## src/rtl/mwtga_pkg.sv

```systemverilog
// shared types and constants for the mixed-width text glyph addresser
// no dependencies; imported by mwtga_hz_addr and the top level
package mwtga_pkg;

    // configuration register indexes
    localparam int CFG_IDX_W = 2;
    localparam logic [CFG_IDX_W-1:0] CFG_ZONE_GAP_MODE = 2'd0;
    localparam logic [CFG_IDX_W-1:0] CFG_TEXT_COLOR    = 2'd1;
    localparam logic [CFG_IDX_W-1:0] CFG_HANZI_COLOR   = 2'd2;
    localparam int CFG_DATA_W = 4;

    // byte classes
    localparam logic [7:0] HZ_BASE   = 8'd160;
    localparam logic [7:0] ASCII_MAX = 8'd127;
    localparam logic [7:0] NUL_BYTE  = 8'd0;

    // gb2312 zone and position limits
    localparam logic [6:0] ZONE_MAX     = 7'd87;
    localparam logic [6:0] POS_MAX      = 7'd94;
    localparam logic [6:0] GAP_ZONE_LO  = 7'd10;
    localparam logic [6:0] GAP_ZONE_HI  = 7'd15;
    localparam logic [6:0] GAP_ZONES    = 7'd6;

    // glyph index = (zone - 1) * 94 + (position - 1), then scaled by 32 bytes per glyph
    localparam int GLYPH_IDX_W = 13;
    localparam logic [GLYPH_IDX_W-1:0] ZONE_GLYPHS = 13'd94;
    localparam int HZ_GLYPH_SHIFT = 5;
    localparam int ASCII_SHIFT    = 4;
    localparam int OFFSET_W       = 18;

    // pen advance
    localparam logic [15:0] ASCII_ADVANCE = 16'd8;
    localparam logic [15:0] HZ_ADVANCE    = 16'd16;

    // glyph kinds
    localparam logic KIND_ASCII = 1'b0;
    localparam logic KIND_HZ    = 1'b1;

    // one result request
    typedef struct packed {
        logic                draw;
        logic                glyph_kind;
        logic [OFFSET_W-1:0] font_offset;
        logic [15:0]         pos_x;
        logic [15:0]         pos_y;
        logic [3:0]          glyph_color;
        logic                string_done;
    } result_t;

endpackage

```

## src/rtl/mwtga_hz_addr.sv

```systemverilog
// gb2312 zone/position check and 16x16 font offset
// depends on mwtga_pkg; lead and trail bytes are both known to be 160 or more
module mwtga_hz_addr
    import mwtga_pkg::*;
(
    input  logic [7:0]          lead_byte,
    input  logic [7:0]          trail_byte,
    input  logic                zone_gap_mode,
    output logic                glyph_ok,
    output logic [OFFSET_W-1:0] font_offset
);

    logic [7:0]             qh_full;
    logic [7:0]             wz_full;
    logic [6:0]             qh;
    logic [6:0]             wz;
    logic [6:0]             qh_adj;
    logic                   in_gap;
    logic [GLYPH_IDX_W-1:0] glyph_idx;

    // zone and position relative to the gb2312 base
    assign qh_full = lead_byte - HZ_BASE;
    assign wz_full = trail_byte - HZ_BASE;
    assign qh      = qh_full[6:0];
    assign wz      = wz_full[6:0];

    // zones 10..15 are empty in the font; rejected unless gap mode remaps
    assign in_gap = (qh >= GAP_ZONE_LO) && (qh <= GAP_ZONE_HI);

    assign glyph_ok = (qh != 7'd0) && (wz != 7'd0) && (qh <= ZONE_MAX) &&
                      (wz <= POS_MAX) && !(!zone_gap_mode && in_gap);

    // zones above 9 close the gap
    assign qh_adj = (qh >= GAP_ZONE_LO) ? (qh - GAP_ZONES) : qh;

    // glyph index into the 16x16 store
    assign glyph_idx = GLYPH_IDX_W'(qh_adj - 7'd1) * ZONE_GLYPHS +
                       GLYPH_IDX_W'(wz - 7'd1);

    assign font_offset = glyph_ok ? {glyph_idx, {HZ_GLYPH_SHIFT{1'b0}}}
                                  : '0;

endmodule

```

## src/rtl/mixed_width_text_glyph_addresser_top.sv

```systemverilog
// mixed-width text glyph addresser: pen tracking, ascii and gb2312 offsets
// depends on mwtga_pkg and mwtga_hz_addr
// an accepted byte's result goes to the output register, or to the skid register while the output register is held
// throughput: one byte per cycle while in_stall is low; a skid register holds one result under output stall
// the input stalls only while the skid register is full
// reset: pen and line 0, no lead byte pending, halted until new_string; colors 15
module mixed_width_text_glyph_addresser_top
    import mwtga_pkg::*;
(
    input  logic                  clk,
    input  logic                  rst_n,
    // configuration
    input  logic                  cfg_wr_en,
    input  logic [CFG_IDX_W-1:0]  cfg_index,
    input  logic [CFG_DATA_W-1:0] cfg_data,
    // input channel
    input  logic                  in_valid,
    output logic                  in_stall,
    input  logic [7:0]            text_byte,
    input  logic                  new_string,
    input  logic [15:0]           start_x,
    input  logic [15:0]           start_y,
    // output channel
    output logic                  out_valid,
    input  logic                  out_stall,
    output logic                  draw,
    output logic                  glyph_kind,
    output logic [OFFSET_W-1:0]   font_offset,
    output logic [15:0]           pos_x,
    output logic [15:0]           pos_y,
    output logic [3:0]            glyph_color,
    output logic                  string_done
);

    // configuration registers
    logic       zone_gap_mode_reg;
    logic [3:0] text_color_reg;
    logic [3:0] hanzi_color_reg;

    // string state
    logic [15:0] pen_x_reg, pen_x_next;
    logic [15:0] line_y_reg, line_y_next;
    logic [7:0]  lead_byte_reg, lead_byte_next;
    logic        lead_pending_reg, lead_pending_next;
    logic        halted_reg, halted_next;

    // output and skid registers
    logic    out_valid_reg;
    result_t out_res_reg;
    logic    skid_valid_reg;
    result_t skid_res_reg;

    logic        in_accept;
    logic        out_take;
    logic        res_valid;
    result_t     res;
    logic [15:0] cur_pen;
    logic [15:0] cur_line;
    logic        cur_pending;
    logic        cur_halted;
    logic        hz_ok;
    logic [OFFSET_W-1:0] hz_offset;

    assign in_stall  = skid_valid_reg;
    assign in_accept = in_valid && !in_stall;
    assign out_take  = out_valid_reg && !out_stall;

    // configuration writes
    always_ff @(posedge clk or negedge rst_n)
    begin
        if (!rst_n)
        begin
            zone_gap_mode_reg <= 1'b0;
            text_color_reg    <= 4'd15;
            hanzi_color_reg   <= 4'd15;
        end
        else if (cfg_wr_en)
        begin
            case (cfg_index)
                CFG_ZONE_GAP_MODE: zone_gap_mode_reg <= cfg_data[0];
                CFG_TEXT_COLOR:    text_color_reg    <= cfg_data;
                CFG_HANZI_COLOR:   hanzi_color_reg   <= cfg_data;
                default:           ;
            endcase
        end
    end

    // gb2312 pair decode
    mwtga_hz_addr u_hz_addr (
        .lead_byte     (lead_byte_reg),
        .trail_byte    (text_byte),
        .zone_gap_mode (zone_gap_mode_reg),
        .glyph_ok      (hz_ok),
        .font_offset   (hz_offset)
    );

    // effective state after an optional new_string load
    assign cur_pen     = new_string ? start_x : pen_x_reg;
    assign cur_line    = new_string ? start_y : line_y_reg;
    assign cur_pending = new_string ? 1'b0 : lead_pending_reg;
    assign cur_halted  = new_string ? 1'b0 : halted_reg;

    // byte classification, result and next state
    always_comb
    begin
        pen_x_next        = cur_pen;
        line_y_next       = cur_line;
        lead_byte_next    = lead_byte_reg;
        lead_pending_next = cur_pending;
        halted_next       = cur_halted;
        res_valid         = 1'b0;
        res               = '0;

        if (!cur_halted)
        begin
            if (cur_pending)
            begin
                lead_pending_next = 1'b0;
                res_valid         = 1'b1;
                if (text_byte < HZ_BASE)
                begin
                    // bad trail byte ends the string
                    halted_next     = 1'b1;
                    res.string_done = 1'b1;
                end
                else
                begin
                    res.draw        = hz_ok;
                    res.glyph_kind  = KIND_HZ;
                    res.font_offset = hz_offset;
                    res.pos_x       = cur_pen;
                    res.pos_y       = cur_line;
                    res.glyph_color = hanzi_color_reg;
                    pen_x_next      = cur_pen + HZ_ADVANCE;
                end
            end
            else if (text_byte == NUL_BYTE)
            begin
                halted_next     = 1'b1;
                res_valid       = 1'b1;
                res.string_done = 1'b1;
            end
            else if (text_byte < HZ_BASE)
            begin
                // single-byte cell, codes above 127 draw nothing
                res_valid       = 1'b1;
                res.draw        = (text_byte <= ASCII_MAX);
                res.glyph_kind  = KIND_ASCII;
                res.font_offset = (text_byte <= ASCII_MAX)
                                  ? {7'd0, text_byte[6:0], {ASCII_SHIFT{1'b0}}}
                                  : '0;
                res.pos_x       = cur_pen;
                res.pos_y       = cur_line + 16'd1;
                res.glyph_color = text_color_reg;
                pen_x_next      = cur_pen + ASCII_ADVANCE;
            end
            else
            begin
                // lead byte waits for its trail
                lead_byte_next    = text_byte;
                lead_pending_next = 1'b1;
            end
        end
    end

    // string state update
    always_ff @(posedge clk or negedge rst_n)
    begin
        if (!rst_n)
        begin
            pen_x_reg        <= '0;
            line_y_reg       <= '0;
            lead_byte_reg    <= '0;
            lead_pending_reg <= 1'b0;
            halted_reg       <= 1'b1;
        end
        else if (in_accept)
        begin
            pen_x_reg        <= pen_x_next;
            line_y_reg       <= line_y_next;
            lead_byte_reg    <= lead_byte_next;
            lead_pending_reg <= lead_pending_next;
            halted_reg       <= halted_next;
        end
    end

    // output register with skid stage: control
    always_ff @(posedge clk or negedge rst_n)
    begin
        if (!rst_n)
        begin
            out_valid_reg  <= 1'b0;
            skid_valid_reg <= 1'b0;
        end
        else if (out_take)
        begin
            // skid content or a fresh request refills the output register
            out_valid_reg  <= skid_valid_reg || (in_accept && res_valid);
            skid_valid_reg <= 1'b0;
        end
        else if (in_accept && res_valid)
        begin
            if (!out_valid_reg)
                out_valid_reg <= 1'b1;
            else
                skid_valid_reg <= 1'b1;
        end
    end

    // output register with skid stage: payload
    always_ff @(posedge clk)
    begin
        if (out_take && skid_valid_reg)
            out_res_reg <= skid_res_reg;
        else if (in_accept && res_valid && (!out_valid_reg || out_take))
            out_res_reg <= res;
        if (in_accept && res_valid && out_valid_reg && !out_take)
            skid_res_reg <= res;
    end

    assign out_valid   = out_valid_reg;
    assign draw        = out_res_reg.draw;
    assign glyph_kind  = out_res_reg.glyph_kind;
    assign font_offset = out_res_reg.font_offset;
    assign pos_x       = out_res_reg.pos_x;
    assign pos_y       = out_res_reg.pos_y;
    assign glyph_color = out_res_reg.glyph_color;
    assign string_done = out_res_reg.string_done;

`ifndef SYNTHESIS
    // skid stage only fills behind a waiting output request
    a_skid_behind_out: assert property (@(posedge clk) disable iff (!rst_n)
        skid_valid_reg |-> out_valid_reg)
        else $error("skid register full while output register empty");

    // a halted string never holds a pending lead byte
    a_halt_no_lead: assert property (@(posedge clk) disable iff (!rst_n)
        !(halted_reg && lead_pending_reg))
        else $error("lead byte pending while halted");

    // terminating request carries no glyph
    a_done_no_draw: assert property (@(posedge clk) disable iff (!rst_n)
        (out_valid_reg && out_res_reg.string_done) |->
            (!out_res_reg.draw && out_res_reg.font_offset == '0))
        else $error("terminating request marked drawable");

    // a terminating request leaves the block halted
    a_done_halts: assert property (@(posedge clk) disable iff (!rst_n)
        (in_accept && res_valid && res.string_done) |=> halted_reg)
        else $error("string end did not halt");
`endif

endmodule
```

## config.mk

```make
export PLATFORM = sky130hd
export DESIGN_NAME = mixed_width_text_glyph_addresser_top
export DESIGN_NICKNAME = d
export VERILOG_FILES = /design/src/rtl/mwtga_pkg.sv /design/src/rtl/mwtga_hz_addr.sv /design/src/rtl/mixed_width_text_glyph_addresser_top.sv
export SDC_FILE = /design/constraint.sdc
export NUM_CORES = 1
export LEC_CHECK = 0
export BUFFER_PORTS_ARGS = -buffer_cell sky130_fd_sc_hd__buf_2
export CORE_MARGIN = 2
export CORE_UTILIZATION = 45
export DETAILED_ROUTE_END_ITERATION = 7
export PLACE_DENSITY = 0.75
export SYNTH_ARGS = -nofsm -noshare
export SYNTH_HDL_FRONTEND = slang
export SYNTH_SLANG_ARGS = --single-unit
export TNS_END_PERCENT = 50
```

## constraint.sdc

```tcl
create_clock -name clk -period 11.3 [get_ports clk]
set_input_delay 0.565 -clock clk [delete_from_list [all_inputs] [get_ports clk]]
set_output_delay 0.565 -clock clk [all_outputs]
set_load 0.005 [all_outputs]
```

==> flow_metrics.py, run 1 <==
metrics = {
    "cts": {
        "clk_path_buf_depth": 2,
        "cts_setup_buffers": 0,
        "numCtsBuffers": 17,
        "ctsHoldBuffers": 0,
        "cts.sinks": 158,
        "htreeDepth": 4,
        "clockRootBuffer": "clkbuf_16",
        "cts_tree": "built",
        "path_clk_slew_ns": 0.07,
        "ctsResizeCount": 0,
        "clk_latency_ns": 0.42,
    },
    "grt": {
        "global_route.usage.met2_pct": 32.5,
        "grt_pass1_wl_um": 35400,
        "grt_pass1_vias": 7036,
        "use_met1_pct": 26.9,
        "grt_max_degree": 72,
        "use_met3_pct": 3.71,
        "grt_usage_pct": 19.9,
        "antenna_found_initial": 3,
        "gr-max-usage-layer": "met2",
        "grt-ovfl-total": 0,
    },
    "timing": {
        "rsz0062_at_grt": "no",
        "setup_tns_ns": 0,
        "slew_viol_final": 0,
        "timing.fmax_mhz": 140,
        "maxSlewHeadroom_pct": 28.4,
        "worst_clock_skew_ns": 0.0122,
        "hold_viol_final": 0,
        "worstMarginPinSlew_ns": 1.07,
        "setup_viol": 0,
        "setup_slack_ns": 4.14,
        "post-route-period-util_pct": 63.4,
        "min_period_ns": 7.16,
    },
    "placement": {
        "io_buffers": 106,
        "place.gp.congestion": 0.853,
        "pre_cts_ws_ns": 4.19,
        "hpwl_um": 16000,
    },
    "setup_path": {
        "r2r-end": "font_offset[15]",
        "rrSetupSlack_ns": 4.14,
        "slowest_stage": "fa_1",
        "worst_setup_path_start_kind": "register",
        "worstPathBufferInverterCount": 6,
        "slowest_delay_ns": 0.53,
        "worstPathRequired_ns": 11.47,
        "path_class": "reg -> reg",
        "worst_setup_path_end_kind": "register",
        "cp_top_family": "adder cells",
        "path_max_fanout": 7,
        "rr_startpoint": "lead_byte_reg[5]",
        "crit_top_cell": "inv_1",
        "cp.arrival_ns": 7.33,
        "ff2ff_path_depth": 27,
    },
    "yosys": {
        "synthTopCellsByCount": "nand2_1 (149), edfxtp_1 (106), nor2_1 (85)",
        "synth_edf_count": 106,
        "synth_largest_area_cell": "edfxtp_1",
        "ys_types": 77,
        "postSynthCellCount": 973,
        "ys_seq_area_share_pct": 45.9,
        "synthArstFlopShare_pct": 32.9,
        "ys_ff_latch": 158,
        "synthTopCellsByArea": "edfxtp_1 (33%), dfrtp_1 (11%), ha_1 (6.5%), nand2_1 (5.7%), mux2_2 (3.9%)",
        "avgSynthCellArea_um2": 10.1,
        "yosysMostFrequentCell": "nand2_1",
        "yosysTopAreaCellShare_pct": 32.5,
        "syn_area_um2": 9790,
        "ys.flop_type": "edfxtp_1",
        "synth_warnings": 0,
    },
    "routing": {
        "ant_nets": 0,
        "via_per_inst": 5.47,
        "vias": 7406,
        "drt_iter0_markers": 469,
        "avgRoutedWirePerCell_um": 16.5,
        "remaining_drc_errors": 0,
        "routed_wl_um": 22400,
        "first_pass_iters": 5,
    },
    "layout": {
        "nNetsFinal": 1182,
        "largest_reg_flops": 53,
        "fillers": 1919,
        "final_util_pct": 52.5,
        "synthToLayoutAreaGrowth_pct": 13.9,
        "drive_above_1_share_pct": 19.5,
    },
    "floorplan": {
        "die_h_um": 152,
        "die_width_um": 152,
        "core_area_um2": 21200,
        "rows": 53,
        "start_util_pct": 46.1,
        "die_area_um2": 23000,
        "io_pins": 111,
    },
    "status": {
        "status": "completed",
    },
    "hold_path": {
        "hold_class": "in -> async",
    },
    "run": {
        "cap_viol_max_count": 0,
    },
}
[worst register-to-register path, stage by stage (launching register included)]
cell,delay [ns]
dfrtp_1,0.50
inv_1,0.17
ha_1,0.45
and4b_4,0.32
nand3_4,0.10
and2_4,0.20
xnor2_1,0.14
ha_1,0.19
inv_1,0.11
nor4_4,0.36
xor2_2,0.30
inv_1,0.10
fa_1,0.49
inv_1,0.05
fa_1,0.48
inv_1,0.06
fa_1,0.53
inv_1,0.04
ha_1,0.33
a21oi_1,0.25
xnor2_1,0.16
ha_1,0.31
and2_1,0.22
a22o_1,0.22
a311oi_1,0.30
xor2_1,0.17
nor2_1,0.07
mux2_2,0.28
[worst max path at each step]
stage,slack [ns],end,depth (start not counted),startpoint
finish,4.14,font_offset[15],27,lead_byte_reg[5]
global placement,4.41,font_offset[17],28,lead_byte_reg[5]
global route,3.77,font_offset[17],24,lead_byte_reg[5]
floorplan,4.76,font_offset[17],28,lead_byte_reg[5]
CTS,4.15,font_offset[15],27,lead_byte_reg[5]
detailed placement,4.19,font_offset[15],27,lead_byte_reg[5]
[layout by cell type (no fill, tap or decap), types with 4 or more instances in the layout]
cell         n
o31ai_1     10
nand2b_1     8
a22o_1       7
edfxtp_1   106
buf_4        9
nor3_1      25
mux2_2      34
nor4_1       4
and2_1       5
nand3b_1     6
nand3_1     12
nand2_1    149
buf_2      106
xnor2_1     34
or3_1        4
fa_1        15
inv_1       62
o21ai_1     12
mux2i_1     29
o21ai_0     41
dfrtp_1     43
a22oi_1     10
xor2_1      24
nor2b_1      8
a31oi_1     13
ha_1        51
conb_1       4
a21oi_1     49
a21o_1       6
dfstp_2      9
clkbuf_16   20
o21bai_1     6
nor2_1      85
[routing by layer]
| metal | up-vias | part of all wire (%) |
|---|---|---|
| li1 | 3596 | - |
| met1 | 3555 | 44 |
| met2 | 221 | 48 |
| met3 | 32 | 6.0 |
| met4 | 2 | 2.2 |
| met5 | - | 0.049 |
[per-stage QoR]
| stage | instance area [um^2] | std cells | hold slack (ns) |
|---|---|---|---|
| finish | 11100 | 1354 | 0.279 |
| detailed placement | 10600 | 1320 | 0.469 |
| CTS | 11100 | 1352 | 0.309 |
| global route | 11100 | 1353 | 0.342 |
| global placement | 10600 | 1320 | 0.461 |
| floorplan | 9800 | 976 | 0.269 |
[logic make-up after synthesis]
kind of cell,share of synthesized area [%]
AOI/OAI and AO/OA,11.8
xor gates and xnor gates,5.76
adders and majority gates,9.58
buffers and inverters,4.49
DFF,45.9
muxes,6.88
other,0.0383
and+or+nand+nor,15.6
[final cells by class]
cell class              instances  area, um^2  area share [%]
multi-input cells             709        4880            43.8
clock buffers                  23         512            4.59
well taps                     275         344            3.09
repair buffers                115         598            5.37
flip-flops and latches        158        4500            40.3
diodes                          2        5.00          0.0449
clock inverters                 9        72.6           0.651
inverters                      63         236            2.12
Power of run 1 is not shown: default switching activity piles up to over one toggle a cycle in this logic, so the estimate is an artifact.
==> run 2, diff against run 1 <==
--- a/config.mk
+++ b/config.mk
@@ -5,6 +5,7 @@
 export SDC_FILE = /design/constraint.sdc
 export NUM_CORES = 1
 export LEC_CHECK = 0
+export ABC_AREA = 1
 export BUFFER_PORTS_ARGS = -buffer_cell sky130_fd_sc_hd__buf_2
 export CORE_MARGIN = 2
 export CORE_UTILIZATION = 45
==> constraint.sdc (replaced) <==
create_clock -name clk -period 7.4 [get_ports clk]
set_input_delay 0.37 -clock clk [delete_from_list [all_inputs] [get_ports clk]]
set_output_delay 0.37 -clock clk [all_outputs]
set_load 0.005 [all_outputs]
==> run 2 against run 1 <==
Compared with the run above: utilization is 0.11 points higher; critical path depth is 8 higher; area after synthesis shrank 0.23%; global-route usage up 0.28 points; critical endpoint is now font_offset[17]; highest routed layer is now met4.
==> flow_metrics.py, run 2 <==
metrics = {
    "status": {
        "status": "completed",
    },
    "grt": {
        "grt_max_degree": 56,
        "grt-ovfl-total": 0,
        "grt_pass1_vias": 7433,
        "grt_pass1_wl_um": 36300,
        "grt_usage_pct": 20.1,
        "antenna_found_initial": 1,
    },
    "timing": {
        "worst_clock_skew_ns": 0.0143,
        "post-route-period-util_pct": 87.7,
        "slew_viol_final": 0,
        "setup_tns_ns": 0,
        "rsz0062_at_grt": "no",
        "timing.fmax_mhz": 154,
        "worstMarginPinSlew_ns": 0.900,
        "maxSlewHeadroom_pct": 40.0,
        "setup_viol": 0,
        "hold_viol_final": 0,
        "min_period_ns": 6.49,
    },
    "yosys": {
        "synth_warnings": 0,
        "ys_types": 56,
        "yosysTopAreaCellShare_pct": 32.6,
        "synthTopCellsByArea": "edfxtp_1 (33%), nand2_1 (12%), dfrtp_1 (11%), ha_1 (6.5%), inv_1 (5.1%)",
        "synth_largest_area_cell": "edfxtp_1",
        "syn_area_um2": 9770,
        "ys_seq_area_share_pct": 46.0,
        "synthArstFlopShare_pct": 32.9,
        "ys.flop_type": "edfxtp_1",
        "yosysMostFrequentCell": "nand2_1",
        "synthTopCellsByCount": "nand2_1 (323), inv_1 (133), edfxtp_1 (106)",
        "synth_edf_count": 106,
        "ys_ff_latch": 158,
        "postSynthCellCount": 1133,
        "avgSynthCellArea_um2": 8.62,
    },
    "cts": {
        "clk_path_buf_depth": 2,
        "ctsResizeCount": 0,
        "cts_setup_buffers": 0,
        "cts_tree": "built",
        "clockRootBuffer": "clkbuf_16",
        "cts.sinks": 158,
        "numCtsBuffers": 17,
        "ctsHoldBuffers": 0,
        "htreeDepth": 4,
        "path_clk_slew_ns": 0.06,
        "clk_latency_ns": 0.43,
    },
    "setup_path": {
        "ff2ff_path_depth": 35,
        "worstPathRequired_ns": 7.58,
        "path_class": "reg -> reg",
        "rr_startpoint": "lead_byte_reg[5]",
        "cp_top_family": "adder cells",
        "rrSetupSlack_ns": 0.91,
        "cp.depth": 35,
        "path_max_fanout": 7,
        "r2r-end": "font_offset[17]",
        "worstPathBufferInverterCount": 6,
        "crit_top_cell": "inv_1",
        "worst_setup_path_start_kind": "register",
        "slowest_stage": "fa_1",
        "slowest_delay_ns": 0.54,
        "cp.arrival_ns": 6.67,
        "worst_setup_path_end_kind": "register",
    },
    "routing": {
        "ant_nets": 0,
        "avgRoutedWirePerCell_um": 14.9,
        "remaining_drc_errors": 0,
        "via_per_inst": 5.15,
        "routed_wl_um": 22600,
        "first_pass_iters": 5,
        "vias": 7835,
        "drt_iter0_markers": 687,
    },
    "floorplan": {
        "core_area_um2": 21200,
        "rows": 53,
        "start_util_pct": 46.2,
        "io_pins": 111,
        "die_h_um": 151,
        "die_width_um": 151,
        "die_area_um2": 22900,
    },
    "layout": {
        "final_common_cell": "nand2_1",
        "synthToLayoutAreaGrowth_pct": 14.0,
        "mostFrequentLayoutCells": "nand2_1 (322), inv_1 (133), edfxtp_1 (106), buf_2 (106), o21ai_0 (92)",
        "largest_reg_flops": 53,
        "fillers": 1907,
        "nNetsFinal": 1351,
        "drive_above_1_share_pct": 18.0,
    },
    "placement": {
        "place.gp.congestion": 0.876,
        "hpwl_um": 16100,
        "io_buffers": 106,
    },
    "run": {
        "cap_viol_max_count": 0,
    },
    "hold_path": {
        "hold_class": "in -> async",
    },
}
run 2: changes by cell type in the layout (fill, tap and decap cells not counted), moves of 34 or more:
cell / before / now
nand2_1: 149 / 322
o21ai_0: 41 / 92
mux2_2: 34 / 0
inv_1: 62 / 133
run 2: layout make-up:
type | count | area [um^2] | area share, %
Tap cell | 275 | 344 | 3.09
Clock inverter | 12 | 139 | 1.25
Multi-Input combinational cell | 802 | 4600 | 41.3
Timing Repair Buffer | 112 | 576 | 5.17
Clock buffer | 20 | 447 | 4.01
Inverter | 142 | 536 | 4.81
Antenna cell | 1 | 2.50 | 0.0225
Sequential cell | 158 | 4500 | 40.4
run 2: kinds of logic (layout without fill, tap and decap cells):
logic type / after synthesis / count (layout) / synth area share (%)
xor gates and xnor gates: 35 / 35 / 3.14
AOI/OAI and AO/OA: 178 / 178 / 10.2
buffers and inverters: 176 / 286 / 7.26
muxes: 8 / 8 / 0.820
other: 1 / 5 / 0.0384
DFF: 158 / 158 / 46.0
adders and majority gates: 66 / 66 / 9.61
and+or+nand+nor: 511 / 511 / 22.9
run 2: layer usage:
layer  global-route usage [%]  vias to the layer above  share of wire, %
li1                         -                     3911                 -
met1                     27.5                     3650                45
met2                     33.1                      244                48
met3                     3.28                       30               5.3
met4                     6.07                        0               1.6
met5                        0                        -                 0
run 2: worst max-delay path by stage:
stage / start / end / slack, ns
final: lead_byte_reg[5] / font_offset[17] / 0.91
after global routing: lead_byte_reg[5] / font_offset[16] / 0.33
after CTS: lead_byte_reg[5] / font_offset[17] / 0.93
after detailed placement: lead_byte_reg[5] / font_offset[17] / 0.95
after global placement: lead_byte_reg[5] / font_offset[17] / 1.14
after floorplan: lead_byte_reg[5] / font_offset[17] / 1.48
run 2: per-stage QoR:
step           hold slack (ns)  utilization, %  setup WS, ns  area, um^2  std cells
6_report                0.0600            52.6         0.913       11100       1522
2_1_floorplan           0.0744               -          1.48        9780       1136
4_1_cts                 0.0968            52.6         0.930       11100       1521
5_1_grt                  0.132            52.6         0.329       11100       1521
3_5_place_dp             0.469            49.9         0.948       10500       1489
3_3_place_gp             0.460            49.9          1.14       10500       1489
Power of run 2 is left out for the same reason.
